===== src/rtl/page_framebuffer_with_flush_unit_assert.svh =====
// Assertion macros for the page frame buffer block.
// Define NO_ASSERTIONS to compile them away.
`ifndef PAGE_FRAMEBUFFER_WITH_FLUSH_UNIT_ASSERT_SVH
`define PAGE_FRAMEBUFFER_WITH_FLUSH_UNIT_ASSERT_SVH

`ifndef NO_ASSERTIONS
// same-cycle implication, checked out of reset
`define PFB_ASSERT_IMP(lbl, ante, cons) \
    lbl: assert property (@(posedge i_clk) disable iff (!i_rst_n) (ante) |-> (cons)) \
        else $error("pfb assertion failed");
// next-cycle implication, checked out of reset
`define PFB_ASSERT_NXT(lbl, ante, cons) \
    lbl: assert property (@(posedge i_clk) disable iff (!i_rst_n) (ante) |=> (cons)) \
        else $error("pfb assertion failed");
`else
`define PFB_ASSERT_IMP(lbl, ante, cons)
`define PFB_ASSERT_NXT(lbl, ante, cons)
`endif

`endif


===== src/rtl/pfb_pkg.sv =====
package pfb_pkg;

    localparam int PANEL_WIDTH_DEF  = 128;
    localparam int PANEL_HEIGHT_DEF = 64;
    localparam int PAGE_ROWS        = 8;
    localparam int WORD_BITS        = 64;
    localparam int RAM_DEPTH_DEF    = 128;
    localparam int COLUMN_OFFSET    = 4;

    localparam logic [7:0] CMD_PAGE     = 8'hB0;
    localparam logic [7:0] CMD_COL_HIGH = 8'h10;
    localparam logic [7:0] NIBBLE_LOW   = 8'h0F;
    localparam logic [7:0] NIBBLE_HIGH  = 8'hF0;
    localparam logic [7:0] BYTE_MASK    = 8'hFF;
    localparam logic [3:0] CMD_BYTES    = 4'd3;
    localparam logic [3:0] FULL_BYTES   = 4'd8;

    localparam logic KIND_PIXEL = 1'b0;
    localparam logic KIND_FLUSH = 1'b1;

    typedef enum logic [2:0] {
        S_CLEAR,
        S_IDLE,
        S_CMD,
        S_DATA,
        S_TAIL
    } t_seq_state;

    typedef struct packed {
        logic busy;
        logic clearing;
    } t_seq_stat;

    // address bits for n entries, never below one
    function automatic int addr_bits(input int n);
        return (n > 1) ? $clog2(n) : 1;
    endfunction

    // cursor command for the given page at column zero plus panel offset
    function automatic logic [63:0] cursor_payload(input logic [7:0] page);
        logic [7:0] col;
        logic [7:0] b0;
        logic [7:0] b1;
        logic [7:0] b2;
        col = 8'(COLUMN_OFFSET) & BYTE_MASK;
        b0  = CMD_PAGE + page;
        b1  = CMD_COL_HIGH + ((col & NIBBLE_HIGH) >> 4);
        b2  = col & NIBBLE_LOW;
        return {40'd0, b2, b1, b0};
    endfunction

endpackage


===== src/rtl/pfb_pix.sv =====
module pfb_pix #(
    parameter int PANEL_WIDTH  = pfb_pkg::PANEL_WIDTH_DEF,
    parameter int PANEL_HEIGHT = pfb_pkg::PANEL_HEIGHT_DEF,
    localparam int WB = pfb_pkg::addr_bits((PANEL_WIDTH + 7) / 8),
    localparam int PB = pfb_pkg::addr_bits((PANEL_HEIGHT + 7) / 8),
    localparam int AW = PB + WB
) (
    input  logic          i_clk,
    input  logic          i_rst_n,
    input  logic          i_take,
    input  logic [15:0]   i_x,
    input  logic [15:0]   i_y,
    input  logic          i_color,
    output logic [AW-1:0] o_rd_addr,
    input  logic [63:0]   i_rd_data,
    output logic          o_we,
    output logic [AW-1:0] o_waddr,
    output logic [63:0]   o_wdata
);

    import pfb_pkg::*;

    logic          on_panel;
    logic          go;
    logic [AW-1:0] addr;
    logic [63:0]   base;
    logic [63:0]   mask;
    logic [7:0]    bmask;
    logic [63:0]   n_word;

    logic          r_pend;
    logic [AW-1:0] r_addr;
    logic [2:0]    r_lane;
    logic [2:0]    r_bit;
    logic          r_set;
    logic          r_hit;
    logic [63:0]   r_fwd;

    assign on_panel = !i_x[15] && ({1'b0, i_x[14:0]} < 16'(PANEL_WIDTH))
                   && !i_y[15] && ({1'b0, i_y[14:0]} < 16'(PANEL_HEIGHT));
    assign go       = i_take && on_panel;
    assign addr     = {PB'(i_y[14:3]), WB'(i_x[14:3])};

    assign o_rd_addr = addr;

    // take the word written last cycle when the read raced it
    assign base   = r_hit ? r_fwd : i_rd_data;
    assign bmask  = 8'h01 << r_bit;
    assign mask   = {56'd0, bmask} << {r_lane, 3'b000};
    assign n_word = r_set ? (base | mask) : (base & ~mask);

    assign o_we    = r_pend;
    assign o_waddr = r_addr;
    assign o_wdata = n_word;

    always_ff @(posedge i_clk) begin
        if (!i_rst_n) begin
            r_pend <= 1'b0;
            r_hit  <= 1'b0;
        end else begin
            r_pend <= go;
            r_hit  <= go && r_pend && (addr == r_addr);
        end
    end

    always_ff @(posedge i_clk) begin
        if (go) begin
            r_addr <= addr;
            r_lane <= i_x[2:0];
            r_bit  <= i_y[2:0];
            r_set  <= (i_color == 1'b0);
        end
        r_fwd <= n_word;
    end

endmodule


===== config.mk =====
export PLATFORM = sky130hd
export DESIGN_NAME = pfb_pix
export DESIGN_NICKNAME = d
export VERILOG_FILES = /design/src/rtl/page_framebuffer_with_flush_unit_assert.svh /design/src/rtl/pfb_pkg.sv /design/src/rtl/pfb_pix.sv
export SDC_FILE = /design/constraint.sdc
export NUM_CORES = 1
export LEC_CHECK = 0
export ABC_AREA = 1
export BUFFER_PORTS_ARGS = -buffer_cell sky130_fd_sc_hd__buf_4
export CAP_MARGIN = 20
export CELL_PAD_IN_SITES_DETAIL_PLACEMENT = 0
export CELL_PAD_IN_SITES_GLOBAL_PLACEMENT = 1
export CORE_ASPECT_RATIO = 1.4
export CORE_MARGIN = 5
export CORE_UTILIZATION = 25
export CTS_BUF_LIST = sky130_fd_sc_hd__clkbuf_4 sky130_fd_sc_hd__clkbuf_8
export DETAILED_ROUTE_END_ITERATION = 8
export HOLD_SLACK_MARGIN = 0.05
export PLACE_DENSITY = 0.71
export SLEW_MARGIN = 20
export SYNTH_ARGS = -nofsm -noshare
export SYNTH_HDL_FRONTEND = slang
export SYNTH_SLANG_ARGS = --single-unit

===== constraint.sdc =====
create_clock -name i_clk -period 2.4 [get_ports i_clk]
set_clock_uncertainty 0.1 [all_clocks]
set_input_delay 0.6 -clock i_clk [delete_from_list [all_inputs] [get_ports i_clk]]
set_output_delay 0.6 -clock i_clk [all_outputs]
set_load 0.02 [all_outputs]

Word level (Yosys, flattened, before mapping)
Cells that the tools add are included.
- multiply operators: 0
- add/subtract/negate cells: 0
- order comparisons: 2
- reduce and logical (&&, ||, !) cells: 8
- mux-type cells: 2
- divide/modulo/power cells: 0
- shift operators: 2
- equal/unequal tests: 1
- bitwise operators: 4
- operator list (kind ; count):
    64-bit 2-to-1 mux ; 2
    64-bit bitwise AND ; 1
    64-bit inverter ; 1
    64-bit bitwise OR ; 1
    8-bit by 6-bit left shift with 64-bit output ; 1
    15-bit by 7-bit < comparator with 1-bit output, second input constant ; 1
    15-bit by 8-bit < comparator with 1-bit output, second input constant ; 1
    1-bit by 3-bit left shift with 8-bit output, first input constant ; 1
    7-bit == test ; 1
    1-bit logical AND ; 6
    1-bit zero test ; 2
    1-bit inverter ; 1
- output and inout bits: 79
- bits in writable memories: 0
- bits in read-only memories: 0
- memories kept: 0
- bits of input ports: 100
- latch bits: 0
- word-level logic and storage cells: 26
- flip-flop bits (word level): 80

Depth between registers and ports, before layout
- word-level depth: 7
- gate-level depth with buffers: 8
- mapped depth without buffers: 8

Least setup slack after synthesis
OpenSTA, ideal clock, no wires.
- kind: register to output
- start: register r_lane[2]
- end: output port o_wdata[32]
- buffers on the path: 2
- cell stages (with the launch flop): 6
- required time: 1700 ps
- arrival: 1337 ps
- path slack: 363 ps
- cell sequence: edfxtp_1 -> buf_2 -> inv_1 -> buf_2 -> nor2_1 -> o21ai_0
- word-level cells in the longest chain between the ends: 4
- elaborated cells on any way between the ends: 5
- those cells by class: shift (1); mux (1); bitwise (3)
- RTL lines (element ; line ; text):
    start: declaration ; pfb_pix.sv:33 ; logic [2:0] r_lane;
    start signal: assignment ; pfb_pix.sv:69 ; r_lane <= i_x[2:0];
    8-bit by 6-bit left shift with 64-bit output (*) ; pfb_pix.sv:49 ; assign mask = {56'd0, bmask} << {r_lane, 3'b000};
    64-bit inverter ; pfb_pix.sv:50 ; assign n_word = r_set ? (base | mask) : (base & ~mask);
    64-bit bitwise AND ; pfb_pix.sv:50 ;
    64-bit 2-to-1 mux (*) ; pfb_pix.sv:50 ;
    end: declaration ; pfb_pix.sv:18 ; output logic [63:0] o_wdata
Mark *: on every way between the ends. The rest lies on a longest branch, timed or not.

Final worst setup path
- start: register r_bit[0]
- end: output port o_wdata[19]
- word-level cells in the longest chain between the ends: 5
- elaborated cells on any way between the ends: 6
- those cells by class: shift (2); mux (1); bitwise (3)
- RTL lines (element ; line ; text):
    start: declaration ; pfb_pix.sv:34 ; logic [2:0] r_bit;
    start signal: assignment ; pfb_pix.sv:70 ; r_bit <= i_y[2:0];
    1-bit by 3-bit left shift with 8-bit output (*) ; pfb_pix.sv:48 ; assign bmask = 8'h01 << r_bit;
    8-bit by 6-bit left shift with 64-bit output (*) ; pfb_pix.sv:49 ;
    64-bit inverter ; pfb_pix.sv:50 ;
    64-bit bitwise AND ; pfb_pix.sv:50 ;
    64-bit 2-to-1 mux (*) ; pfb_pix.sv:50 ;
Marks and branches as above.

==> results.tsv <==
metric	value	unit
status	finished, violations left	
violations	setup timing	
period_needed	2.64	ns
ant_nets	0	
async_flop_share	0	%
synthTopCellsByArea	dfxtp_1, nand2_1, edfxtp_1	
cts_buffers	9	
ys_seq_area_share	43.6	%
dp_cells	923	
muxShareOfSynthArea	4.01	%
path_class	reg -> out	
cts_sinks	80	
dieArea	18600	um2
wl	15000	um
grt_pass1_vias	4430	
clk_pin_slew	0.09	ns
drc_errors	0	
drtPass1Iterations	4	
use_met3	4.56	%
nNetsFinal	857	
tightestPinTransition	0.416	ns
syn_inst	575	
synth_top_area_share	33.1	%
synth_cell_types	20	
start_kind	flop	
grt_first_pass_wirelength	23000	um
tns	-7.90	ns
crit_required	1.70	ns
max_stage_delay	0.46	ns
drive_gt1_share	43.8	%
slew_headroom	72.3	%
power_frac_comb	15.9	%
synthAdderAreaFrac	0	%
synth_top_family_by_area	simple AND/OR/NAND/NOR gates	
portBuffers	178	
yosys.area.top_type	dfxtp_1	
cp-end-kind	output port	
avgSynthCellArea	6.94	um2
maxCapViolCount	0	
power.switching	0.763	mW
grt-ovfl-total	0	
crit_chain	buf_4, buf_4, nand3_4, nor2_4, nand3_2, nand2_1, o21ai_4, buf_6	
cp_data_arrival_time	1.94	ns
switching_share	25.9	%
slew_viol_final	0	
place_ws	-0.0678	ns
htree_levels	3	
die_x	117	um
gp_congestion	0.785	
diodes	0	
core_area	15700	um2
die_h	160	um
min_period_over_period	110	%
grt_use_met2	28.0	%
busiest_layer	met2	
p_clk_share	35.5	%
ys.warnings.count	0	
grt_max_degree	49	
track_usage	15.8	%
placementRows	54	
power	2.95	mW
synth_xor_area_share	0	%
use_met1	17.7	%
syn_nets	675	
power_leakage	2.96	nW
powerDensity	458	nW/um2
cts.path.max_buffers	2	
rsz0062_at_grt	yes	
synth_seq_cells	80	
vias	4376	
wl_per_cell	15.7	um
crit_fanout	5	
hold_path_class	in -> reg	
yosys.cell_count.top_type	nand2_1	
slowest_stage	edfxtp_1	
drt_iter0_markers	168	
synth_edf_count	14	
synthTopCellsByCount	nand2_1, dfxtp_1, nand3_1	
post_synth_and_or_nand_nor_area_fraction	35.7	%
antenna_found_initial	0	
peakVddDrop	0.213	mV
insertion_delay	0.36	ns
max_freq	0.378	GHz
path_common_cell	buf_4	
synth_compound_area_share	8.15	%
io_pins	179	
cts_tree	done	
instances_no_fill	958	
intPower	2.19	mW
hold_viol	0	
viasPerCell	4.57	
dp_hpwl	10900	um
p_seq_share	48.5	%
setup_viol	64	
start_util	25.5	%
syn_area	3990	um2
synth_ff_type	dfxtp_1	
cts_hold_buf	0	
ctsRootBufferMaster	clkbuf_8	
setup_slack	-0.244	ns
n_fill_cell	1650	
areaGrowthSynthToFinish	61.5	%
==> final timing paths <==
check | start | endpoint | slack (ns) | cells past startpoint
worst min-delay path | i_x[1] | r_lane[1] | 0.31 | 1
worst max-delay path | r_bit[0] | o_wdata[19] | -0.24 | 8
worst max register to register | r_bit[0] | r_fwd[35] | 0.67 | 8
worst min register to register | r_fwd[21] | r_fwd[21] | 0.45 | 4
==> worst max-delay path: cells and delay by family, from the launching register on <==
kind | cells | cell delay, ns
compound gates | 1 | 0.08
simple gates | 4 | 0.62
buf+inv | 3 | 0.43
flops | 1 | 0.46
==> placed cells by master, fill, tap and decap left out <==
cell type | Yosys | final
nand2_1 | 234 | 232
buf_4 | 9 | 182
dfxtp_1 | 66 | 65
o21ai_2 | 0 | 39
nand3_1 | 55 | 27
inv_1 | 26 | 23
nand3_2 | 0 | 23
buf_6 | 2 | 22
o21ai_1 | 48 | 20
nor2_1 | 33 | 20
mux2i_1 | 16 | 16
edfxtp_1 | 14 | 14
nor2_4 | 1 | 13
nor2_2 | 12 | 13
clkbuf_8 | 0 | 10
nand4_1 | 9 | 9
buf_12 | 0 | 7
nand3_4 | 0 | 5
o21ai_4 | 0 | 5
inv_2 | 3 | 4
nand2_2 | 0 | 2
clkinv_2 | 0 | 2
clkinv_1 | 0 | 1
inv_4 | 0 | 1
or2_2 | 1 | 1
o21ai_0 | 17 | 1
clkbuf_4 | 0 | 1
clkinv_4 | 0 | 1
bufinv_16 | 0 | 1
clkinvlp_4 | 0 | 1
dfxtp_2 | 0 | 1
==> kinds of logic (layout without fill, tap and decap cells) <==
| logic type | count (synthesis) | after routing |
|---|---|---|
| AND/OR/NAND/NOR | 345 | 345 |
| flip-flops | 80 | 80 |
| buffers and inverters | 69 | 256 |
| AO/OA/AOI/OAI | 65 | 65 |
| multiplexers | 16 | 16 |
==> through the flow <==
step           instance area (um2)  hold WS (ns)  utilization, %
2_1_floorplan                 3990         0.557               -
3_3_place_gp                  5510         0.449            35.2
3_5_place_dp                  5510         0.452            35.2
4_1_cts                       6180         0.281            39.4
5_1_grt                       6440         0.283            41.1
6_report                      6440         0.306            41.1
==> routing by layer <==
metal	routed length [um]	vias up	share of wire, %
met4	374	0	2.5
met2	7880	149	53
met1	5620	1989	37
met5	0	-	0
met3	1120	23	7.5
li1	-	2215	-
==> state kept, by name (all words and copies together) (netlist names) <==
name,flops
o_waddr,7
o_we,1
r_bit,3
r_fwd,64
r_hit,1
r_lane,3
r_set,1
==> what timing repair did <==
action,CTS,global route
setup buffers,12,7
endpoints found under the setup margin,64,64
pin swaps,27,30
resized for setup,102,47
==> power by group through the flow <==
stage	combinational [mW]	sequential [mW]	clock (mW)
global route	0.510	1.44	1.13
global placement	0.429	1.46	0
finish	0.470	1.43	1.05
CTS	0.461	1.43	1.09
floorplan	0.190	1.46	0
detailed placement	0.433	1.46	0
==> area by class of cell <==
cell class                      count  area (um2)  share of cell area (%)
Timing Repair Buffer              211        1750                    27.2
Clock inverter                      5        56.3                   0.874
Inverter                           29         111                    1.73
Clock buffer                       11         145                    2.25
Sequential cell                    80        1740                    27.0
Tap cell                          196         245                    3.81
Multi-Input combinational cell    426        2390                    37.1
No activity file was read; power rests on OpenSTA's default activity.
