<file path="src/rtl/page_framebuffer_with_flush_unit_assert.svh">
// Assertion macros for the page frame buffer block.
// Define NO_ASSERTIONS to compile them away.
`ifndef PAGE_FRAMEBUFFER_WITH_FLUSH_UNIT_ASSERT_SVH
`define PAGE_FRAMEBUFFER_WITH_FLUSH_UNIT_ASSERT_SVH

`ifndef NO_ASSERTIONS
// same-cycle implication, checked out of reset
`define PFB_ASSERT_IMP(lbl, ante, cons) \
    lbl: assert property (@(posedge i_clk) disable iff (!i_rst_n) (ante) |-> (cons)) \
        else $error("pfb assertion failed");
// next-cycle implication, checked out of reset
`define PFB_ASSERT_NXT(lbl, ante, cons) \
    lbl: assert property (@(posedge i_clk) disable iff (!i_rst_n) (ante) |=> (cons)) \
        else $error("pfb assertion failed");
`else
`define PFB_ASSERT_IMP(lbl, ante, cons)
`define PFB_ASSERT_NXT(lbl, ante, cons)
`endif

`endif

</file>
<file path="src/rtl/pfb_pkg.sv">
package pfb_pkg;

    localparam int PANEL_WIDTH_DEF  = 128;
    localparam int PANEL_HEIGHT_DEF = 64;
    localparam int PAGE_ROWS        = 8;
    localparam int WORD_BITS        = 64;
    localparam int RAM_DEPTH_DEF    = 128;
    localparam int COLUMN_OFFSET    = 4;

    localparam logic [7:0] CMD_PAGE     = 8'hB0;
    localparam logic [7:0] CMD_COL_HIGH = 8'h10;
    localparam logic [7:0] NIBBLE_LOW   = 8'h0F;
    localparam logic [7:0] NIBBLE_HIGH  = 8'hF0;
    localparam logic [7:0] BYTE_MASK    = 8'hFF;
    localparam logic [3:0] CMD_BYTES    = 4'd3;
    localparam logic [3:0] FULL_BYTES   = 4'd8;

    localparam logic KIND_PIXEL = 1'b0;
    localparam logic KIND_FLUSH = 1'b1;

    typedef enum logic [2:0] {
        S_CLEAR,
        S_IDLE,
        S_CMD,
        S_DATA,
        S_TAIL
    } t_seq_state;

    typedef struct packed {
        logic busy;
        logic clearing;
    } t_seq_stat;

    // address bits for n entries, never below one
    function automatic int addr_bits(input int n);
        return (n > 1) ? $clog2(n) : 1;
    endfunction

    // cursor command for the given page at column zero plus panel offset
    function automatic logic [63:0] cursor_payload(input logic [7:0] page);
        logic [7:0] col;
        logic [7:0] b0;
        logic [7:0] b1;
        logic [7:0] b2;
        col = 8'(COLUMN_OFFSET) & BYTE_MASK;
        b0  = CMD_PAGE + page;
        b1  = CMD_COL_HIGH + ((col & NIBBLE_HIGH) >> 4);
        b2  = col & NIBBLE_LOW;
        return {40'd0, b2, b1, b0};
    endfunction

endpackage

</file>
<file path="src/rtl/pfb_seq.sv">
module pfb_seq #(
    parameter int PANEL_WIDTH  = pfb_pkg::PANEL_WIDTH_DEF,
    parameter int PANEL_HEIGHT = pfb_pkg::PANEL_HEIGHT_DEF,
    localparam int WB = pfb_pkg::addr_bits((PANEL_WIDTH + 7) / 8),
    localparam int PB = pfb_pkg::addr_bits((PANEL_HEIGHT + 7) / 8),
    localparam int AW = PB + WB
) (
    input  logic                i_clk,
    input  logic                i_rst_n,
    input  logic                i_flush_go,
    input  logic [2:0]          i_page,
    input  logic [63:0]         i_rd_data,
    output logic [AW-1:0]       o_rd_addr,
    output logic                o_clr_we,
    output logic [AW-1:0]       o_clr_addr,
    output pfb_pkg::t_seq_stat  o_stat,
    output logic                o_strobe,
    output logic                o_is_command,
    output logic [3:0]          o_byte_count,
    output logic [63:0]         o_payload,
    output logic                o_last
);

    import pfb_pkg::*;

    localparam int NW         = (PANEL_WIDTH + 7) / 8;
    localparam int PAGE_COUNT = PANEL_HEIGHT / PAGE_ROWS;
    localparam int LAST_BYTES = PANEL_WIDTH - 8 * (NW - 1);

    t_seq_state    r_state;
    t_seq_state    n_state;
    logic [2:0]    r_page;
    logic          r_final;
    logic [WB-1:0] r_word;
    logic [AW-1:0] r_clr_addr;
    logic          last_word;

    assign last_word = (r_word == WB'(NW - 1));

    always_comb begin
        n_state = r_state;
        case (r_state)
            S_CLEAR: if (&r_clr_addr) n_state = S_IDLE;
            S_IDLE:  if (i_flush_go) n_state = S_CMD;
            S_CMD:   n_state = S_DATA;
            S_DATA:  if (last_word) n_state = r_final ? S_TAIL : S_IDLE;
            S_TAIL:  n_state = S_IDLE;
            default: n_state = S_IDLE;
        endcase
    end

    always_ff @(posedge i_clk) begin
        if (!i_rst_n) begin
            r_state    <= S_CLEAR;
            r_clr_addr <= '0;
            r_word     <= '0;
        end else begin
            r_state <= n_state;
            if (r_state == S_CLEAR) begin
                r_clr_addr <= r_clr_addr + 1'b1;
            end
            if (r_state == S_CMD) begin
                r_word <= '0;
            end else if (r_state == S_DATA) begin
                r_word <= r_word + 1'b1;
            end
        end
    end

    always_ff @(posedge i_clk) begin
        if (r_state == S_IDLE && i_flush_go) begin
            r_page  <= i_page;
            r_final <= (int'(i_page) == PAGE_COUNT - 1);
        end
    end

    always_comb begin
        o_stat.busy     = (r_state != S_IDLE);
        o_stat.clearing = (r_state == S_CLEAR);
        o_clr_we        = (r_state == S_CLEAR);
        o_clr_addr      = r_clr_addr;
        o_rd_addr       = '0;
        o_strobe        = 1'b0;
        o_is_command    = 1'b0;
        o_byte_count    = '0;
        o_payload       = '0;
        o_last          = 1'b0;
        case (r_state)
            S_CMD: begin
                o_rd_addr    = {PB'(r_page), WB'(0)};
                o_strobe     = 1'b1;
                o_is_command = 1'b1;
                o_byte_count = CMD_BYTES;
                o_payload    = cursor_payload(8'(r_page));
            end
            S_DATA: begin
                o_rd_addr    = {PB'(r_page), WB'(r_word + 1'b1)};
                o_strobe     = 1'b1;
                o_byte_count = last_word ? 4'(LAST_BYTES) : FULL_BYTES;
                o_payload    = i_rd_data;
                o_last       = last_word && !r_final;
            end
            S_TAIL: begin
                o_strobe     = 1'b1;
                o_is_command = 1'b1;
                o_byte_count = CMD_BYTES;
                o_payload    = cursor_payload(8'd0);
                o_last       = 1'b1;
            end
            default: begin
                o_strobe = 1'b0;
            end
        endcase
    end

endmodule

</file>
<file path="config.mk">
export PLATFORM = sky130hd
export DESIGN_NAME = pfb_seq
export DESIGN_NICKNAME = d
export VERILOG_FILES = /design/src/rtl/page_framebuffer_with_flush_unit_assert.svh /design/src/rtl/pfb_pkg.sv /design/src/rtl/pfb_seq.sv
export SDC_FILE = /design/constraint.sdc
export NUM_CORES = 1
export LEC_CHECK = 0
export BUFFER_PORTS_ARGS = -buffer_cell sky130_fd_sc_hd__buf_2
export CAP_MARGIN = 20
export CORE_MARGIN = 4
export CORE_UTILIZATION = 31
export CTS_BUF_LIST = sky130_fd_sc_hd__clkbuf_8
export DETAILED_ROUTE_END_ITERATION = 6
export GPL_TIMING_DRIVEN = 0
export PLACE_DENSITY = 0.81
export SLEW_MARGIN = 20
export SYNTH_ARGS = -nofsm -noshare
export SYNTH_HDL_FRONTEND = slang
export SYNTH_SLANG_ARGS = --single-unit
export TNS_END_PERCENT = 100
</file>
<file path="constraint.sdc">
create_clock -name i_clk -period 1.42 [get_ports i_clk]
set_input_delay 0.142 -clock i_clk [delete_from_list [all_inputs] [get_ports i_clk]]
set_output_delay 0.142 -clock i_clk [all_outputs]
set_load 0.01 [all_outputs]
</file>
# Word-level counts from Yosys, hierarchy flattened
# Cells that the tools add are included.
[totals] register_bits=18 in_bits=70
[classes] eq_ne=10 n_mux=11 n_addsub=3 n_bitwise=1 n_reduce_logical=9
[ops] cell="64-bit one-hot mux with 3 select lines" n=1
[ops] cell="7-bit one-hot mux with 2 select lines" n=1
[ops] cell="3-bit two-way mux" n=4
[ops] cell="3-bit one-hot mux with 4 select lines" n=1
[ops] cell="8-bit by 3-bit adder with 8-bit output, first input constant" n=1
[ops] cell="4-bit one-hot mux with 2 select lines" n=1
[ops] cell="7-bit by 1-bit adder with 7-bit output, second input constant" n=1
[ops] cell="7-bit AND reduction" n=1
[ops] cell="3-bit by 1-bit equality test with 1-bit output, second input constant" n=2
[ops] cell="3-bit by 2-bit equality test with 1-bit output, second input constant" n=2
[ops] cell="4-bit by 1-bit adder with 4-bit output, second input constant" n=1
[ops] cell="4-bit equality test, second input constant" n=1
[ops] cell="2-bit != test, second input constant" n=2
[ops] cell="2-bit OR reduction" n=2
[ops] cell="3-bit equality test, second input constant" n=1
[ops] cell="3-bit logical NOT" n=1
[ops] cell="3-bit by 1-bit != test with 1-bit output, second input constant" n=1
[ops] cell="3-bit AND reduction" n=1
[ops] cell="3-bit OR reduction" n=1
[ops] cell="1-bit logical AND" n=2
[ops] cell="1-bit two-way mux" n=2
[ops] cell="2-bit by 1-bit != test with 1-bit output, second input constant" n=1
[ops] cell="1-bit one-hot mux with 2 select lines" n=1
[ops] cell="1-bit logical NOT" n=1
[ops] cell="1-bit inverter" n=1

# Logic depth before layout (Yosys ltp)
[depth] word_depth=3 depth_mapped=7 ltp_nobuf=5

# Worst setup path after synthesis
# OpenSTA, ideal clock, no wires.
[synth_path] path_type="register -> register" start="reg r_clr_addr[0] (netlist: o_clr_addr[0])" end="reg r_clr_addr[4] (netlist: o_clr_addr[4])" n_path_buf=0 required_ns=1.349 slack_ns=-0.142 arrival_ns=1.492 synth_period_minus_slack_ns=1.562 stages_incl_launch_ff=5 path_cell_list="dfxtp_1 -> ha_1 -> or4b_1 -> or3_1 -> a21oi_1"
[synth_via] elab_chain_len=1
[synth_rtl] item="from (decl)" line="pfb_seq.sv:35" rtl="logic [AW-1:0] r_clr_addr;"
[synth_rtl] item="from (signal assigned)" line="pfb_seq.sv:60" rtl="r_clr_addr <= r_clr_addr + 1'b1;"
[synth_rtl] item="7-bit by 1-bit adder with 7-bit output" line="pfb_seq.sv:60"
# No other way between the ends.
# A chain may end at the register's enable or synchronous reset.

# Worst setup path in the final report
[layout_path] start="reg r_state[1]" end="out o_payload[5]"
[layout_via] elab_chain_len=2 word_cells_on_any_way=4
[layout_rtl] item="from (decl)" line="pfb_seq.sv:30" rtl="t_seq_state r_state;"
[layout_rtl] item="from (signal assigned)" line="pfb_seq.sv:58" rtl="r_state <= n_state;"
[layout_rtl] item="3-bit equality test or 3-bit by 2-bit equality test with 1-bit output (tied branches)" line="pfb_seq.sv:88" rtl="case (r_state)"
[layout_rtl] item="64-bit one-hot mux with 3 select lines *" line="pfb_seq.sv:88"
[layout_rtl] item="to (decl)" line="pfb_seq.sv:20" rtl="output logic [63:0] o_payload,"
# Mark *: on every way between the ends. The rest lies on a longest branch, timed or not.

==> results by group <==
Synthesis
  – Number of distinct library cells after synthesis: 39
  – Synth Warn #: 0
  – Post-synth ARST share: 0
  – Synth top area cells: and2_1, dfxtp_1, edfxtp_1
  – Seq cells post-synth: 18
  – Seq/Total Area, Yosys: 0.291
  – Most used DFF post-synth: dfxtp_1
  – Area fraction of the dominant cell type after synthesis: 0.272
  – Syn nets: roughly 250
  – Syn Std Cell Area: ~1400 sq um
  – Count leader, synth: and2_1
  – Commonest cells post-synth: and2_1, dfxtp_1, nor2_1, a21oi_1, nand2_1
  – Post-synthesis instance total: between 150 and 200
  – Area leader, netlist: and2_1
  – Number of synthesized flops with an enable pin: 4
  – Syn Area/Cell: 7.70 sq um

Global routing
  – Total track usage: 0.200
  – First-pass GRT wire length: between 8000 and 9000 microns
  – Vias in the first global route: around 1900
  – Largest net degree at the start of global routing: 11
  – Initial antenna violation count: 0
  – Congestion Overflow GR: 0

Timing
  – Worst Setup Slack, final: -279 ps
  – # setup viols final: 90
  – Tmin final: 1700 ps
  – Worst hold margin: between 60 and 70 ps
  – RSZ-0062 raised after global routing: true
  – Worst-margin pin slew: about 540 ps
  – FMAX: ~600 MHz
  – Clk_skew: approximately 6.6 ps
  – Slew Limit Headroom: 0.643
  – Max Slew Vio Count: 0
  – Hold Vio Cnt, Final: 0
  – Crit share post-route: 1.20

Detailed routing
  – Residual DRC: 0
  – ANT nets after route: 0
  – Initial DRT Pass Iterations: 4
  – Wire per inst: around 18 microns
  – DR vias: about 2100
  – Initial DRC count: 68
  – WL final: 7700 microns
  – Vias/cell: 5.00

Clock tree
  – Hold_buf cts: 0
  – CTS H-tree lvls: 1
  – Total clock sinks: 18
  – Num CTS Buffers: 3
  – CTS tree: built
  – CTS Root Cell: clkbuf_8
  – CTS max path bufs: 2
  – Clk slew on worst S/H paths: about 80 ps
  – Clk Latency, worst-skew pair: 260 ps

Placed design
  – Detailed placement HPWL: 4480 microns
  – # port buffers: between 150 and 200
  – Routability cong.: approximately 0.75

Worst setup path
  – CP Data Arrival Time: 1560 ps
  – Critical Path End Type: output port
  – Setup CP Type: flop to output port
  – CP required: ~1300 ps
  – R2R Setup Slk: -220 ps
  – CP Launch Type: flop
  – Crit path max fanout: 7

Power and ir drop
  – Max VDD drop: 0.000635 V
  – P_leak: 1.66 nW
  – PwrDens: around 640 nW/um^2
  – Power, Total: between 1.5 and 2 mW

Final layout
  – Share of layout cells above drive strength 1: 0.721
  – Ant diodes: 0
  – # nets final: about 440
  – P&R area growth vs syn: 128%
  – FILL cells: 248

Floorplanning
  – Die width: between 70 and 80 microns
  – Row cnt: 23
  – Die area: 5570 sq um
  – Die Y: between 70 and 80 microns
  – Initial core utilization: 0.332
  – Core footprint: around 4100 sq um
  – IO Pins: approximately 160

Run status
  – Status: finished with violations
  – Violated checks: setup timing

Job
  – Max cap viols: 0

Min path
  – Hold Path Class: primary input to flop
[worst paths after layout]
path	from	endpoint	cells past startpoint
max	r_state[1]	o_payload[5]	8
min	i_page[2]	r_page[2]	1
max reg2reg	r_state[1]	r_state[0]	7
min reg2reg	o_clr_addr[5]	o_clr_addr[5]	2
[logic make-up (layout without fill, tap and decap cells)]
group	Yosys count	count (layout)	share of synthesized area
AND/OR/NAND/NOR	104	104	0.442
other	1	1	0.00272
buffers and inverters	18	208	0.0663
flip-flops	18	18	0.291
adder cells (fa/ha/maj)	2	2	0.0182
AO/OA/AOI/OAI	28	28	0.125
XOR/XNOR	4	4	0.0254
multiplexers	4	4	0.0291
[layer usage]
| layer | wire length (microns) | part of all wire | track usage | vias up |
|---|---|---|---|---|
| met5 | 0 | 0 | 0 | - |
| met3 | 608 | 0.079 | 0.0294 | 9 |
| met1 | 2810 | 0.37 | 0.237 | 984 |
| li1 | - | - | - | 978 |
| met2 | 4180 | 0.54 | 0.370 | 125 |
| met4 | 97 | 0.013 | 0.0573 | 0 |
[per-stage QoR]
step	setup slack (ps)	instances	area, sq um	setup TNS [ps]	utilization
3_5_place_dp	-396	385	2260	-16710	0.545
3_3_place_gp	-337	385	2260	-13240	0.545
4_1_cts	-206	403	2710	-10930	0.654
6_report	-279	419	3140	-18020	0.757
2_1_floorplan	-31.6	179	1420	-46.0	-
5_1_grt	-328	419	3140	-22500	0.757
[state kept, by name, indices dropped and copies added, names as in the netlist]
signal      flops
o_clr_addr      7
r_word          4
r_page          3
r_state         3
r_final         1
[power breakdown]
group	internal, mW	total [mW]	switching, mW
logic	0.546	0.965	0.419
clock network	0.192	0.377	0.185
registers	0.588	0.657	0.0689
total	1.33	2.00	0.673
[critical path: stages, from the launching register on]
cell and delay, ps:
dfxtp_2 340, buf_6 110, nor2b_4 180, nand2_4 90, inv_4 80, buf_8 140, buf_6 120, a21o_1 110
buf_2 130
[placed cells by master, fill, tap and decap left out, drive strengths merged, types with 2 or more instances in the layout]
| cell | count |
|---|---|
| nor2b | 3 |
| nand2b | 4 |
| dfxtp | 14 |
| ha | 2 |
| xnor2 | 3 |
| a21o | 5 |
| inv | 5 |
| clkbuf | 8 |
| or3 | 4 |
| nand2 | 9 |
| nand3 | 3 |
| mux2i | 4 |
| a21oi | 10 |
| edfxtp | 4 |
| nor2 | 12 |
| o21ai | 6 |
| and2 | 60 |
| o32ai | 2 |
| buf | 195 |
[timing repair]
item,4_1_cts,5_1_grt
gates resized for setup,79,69
pin swaps,35,8
setup buffers,11,17
cloned,4,1
endpoints found under the setup margin,88,92
[final cells by class]
class / instances / area (sq um) / share of cell area
repair buffers: 187 / 1300 / 0.416
multi-input cells: 143 / 1150 / 0.366
flip-flops and latches: 18 / 420 / 0.134
plain buffers: 13 / 138 / 0.0439
well taps: 50 / 62.6 / 0.0200
clock buffers: 3 / 41.3 / 0.0132
inverters: 4 / 20.0 / 0.00638
clock inverters: 1 / 3.75 / 0.00120
(Power assumes the default switching activity.)
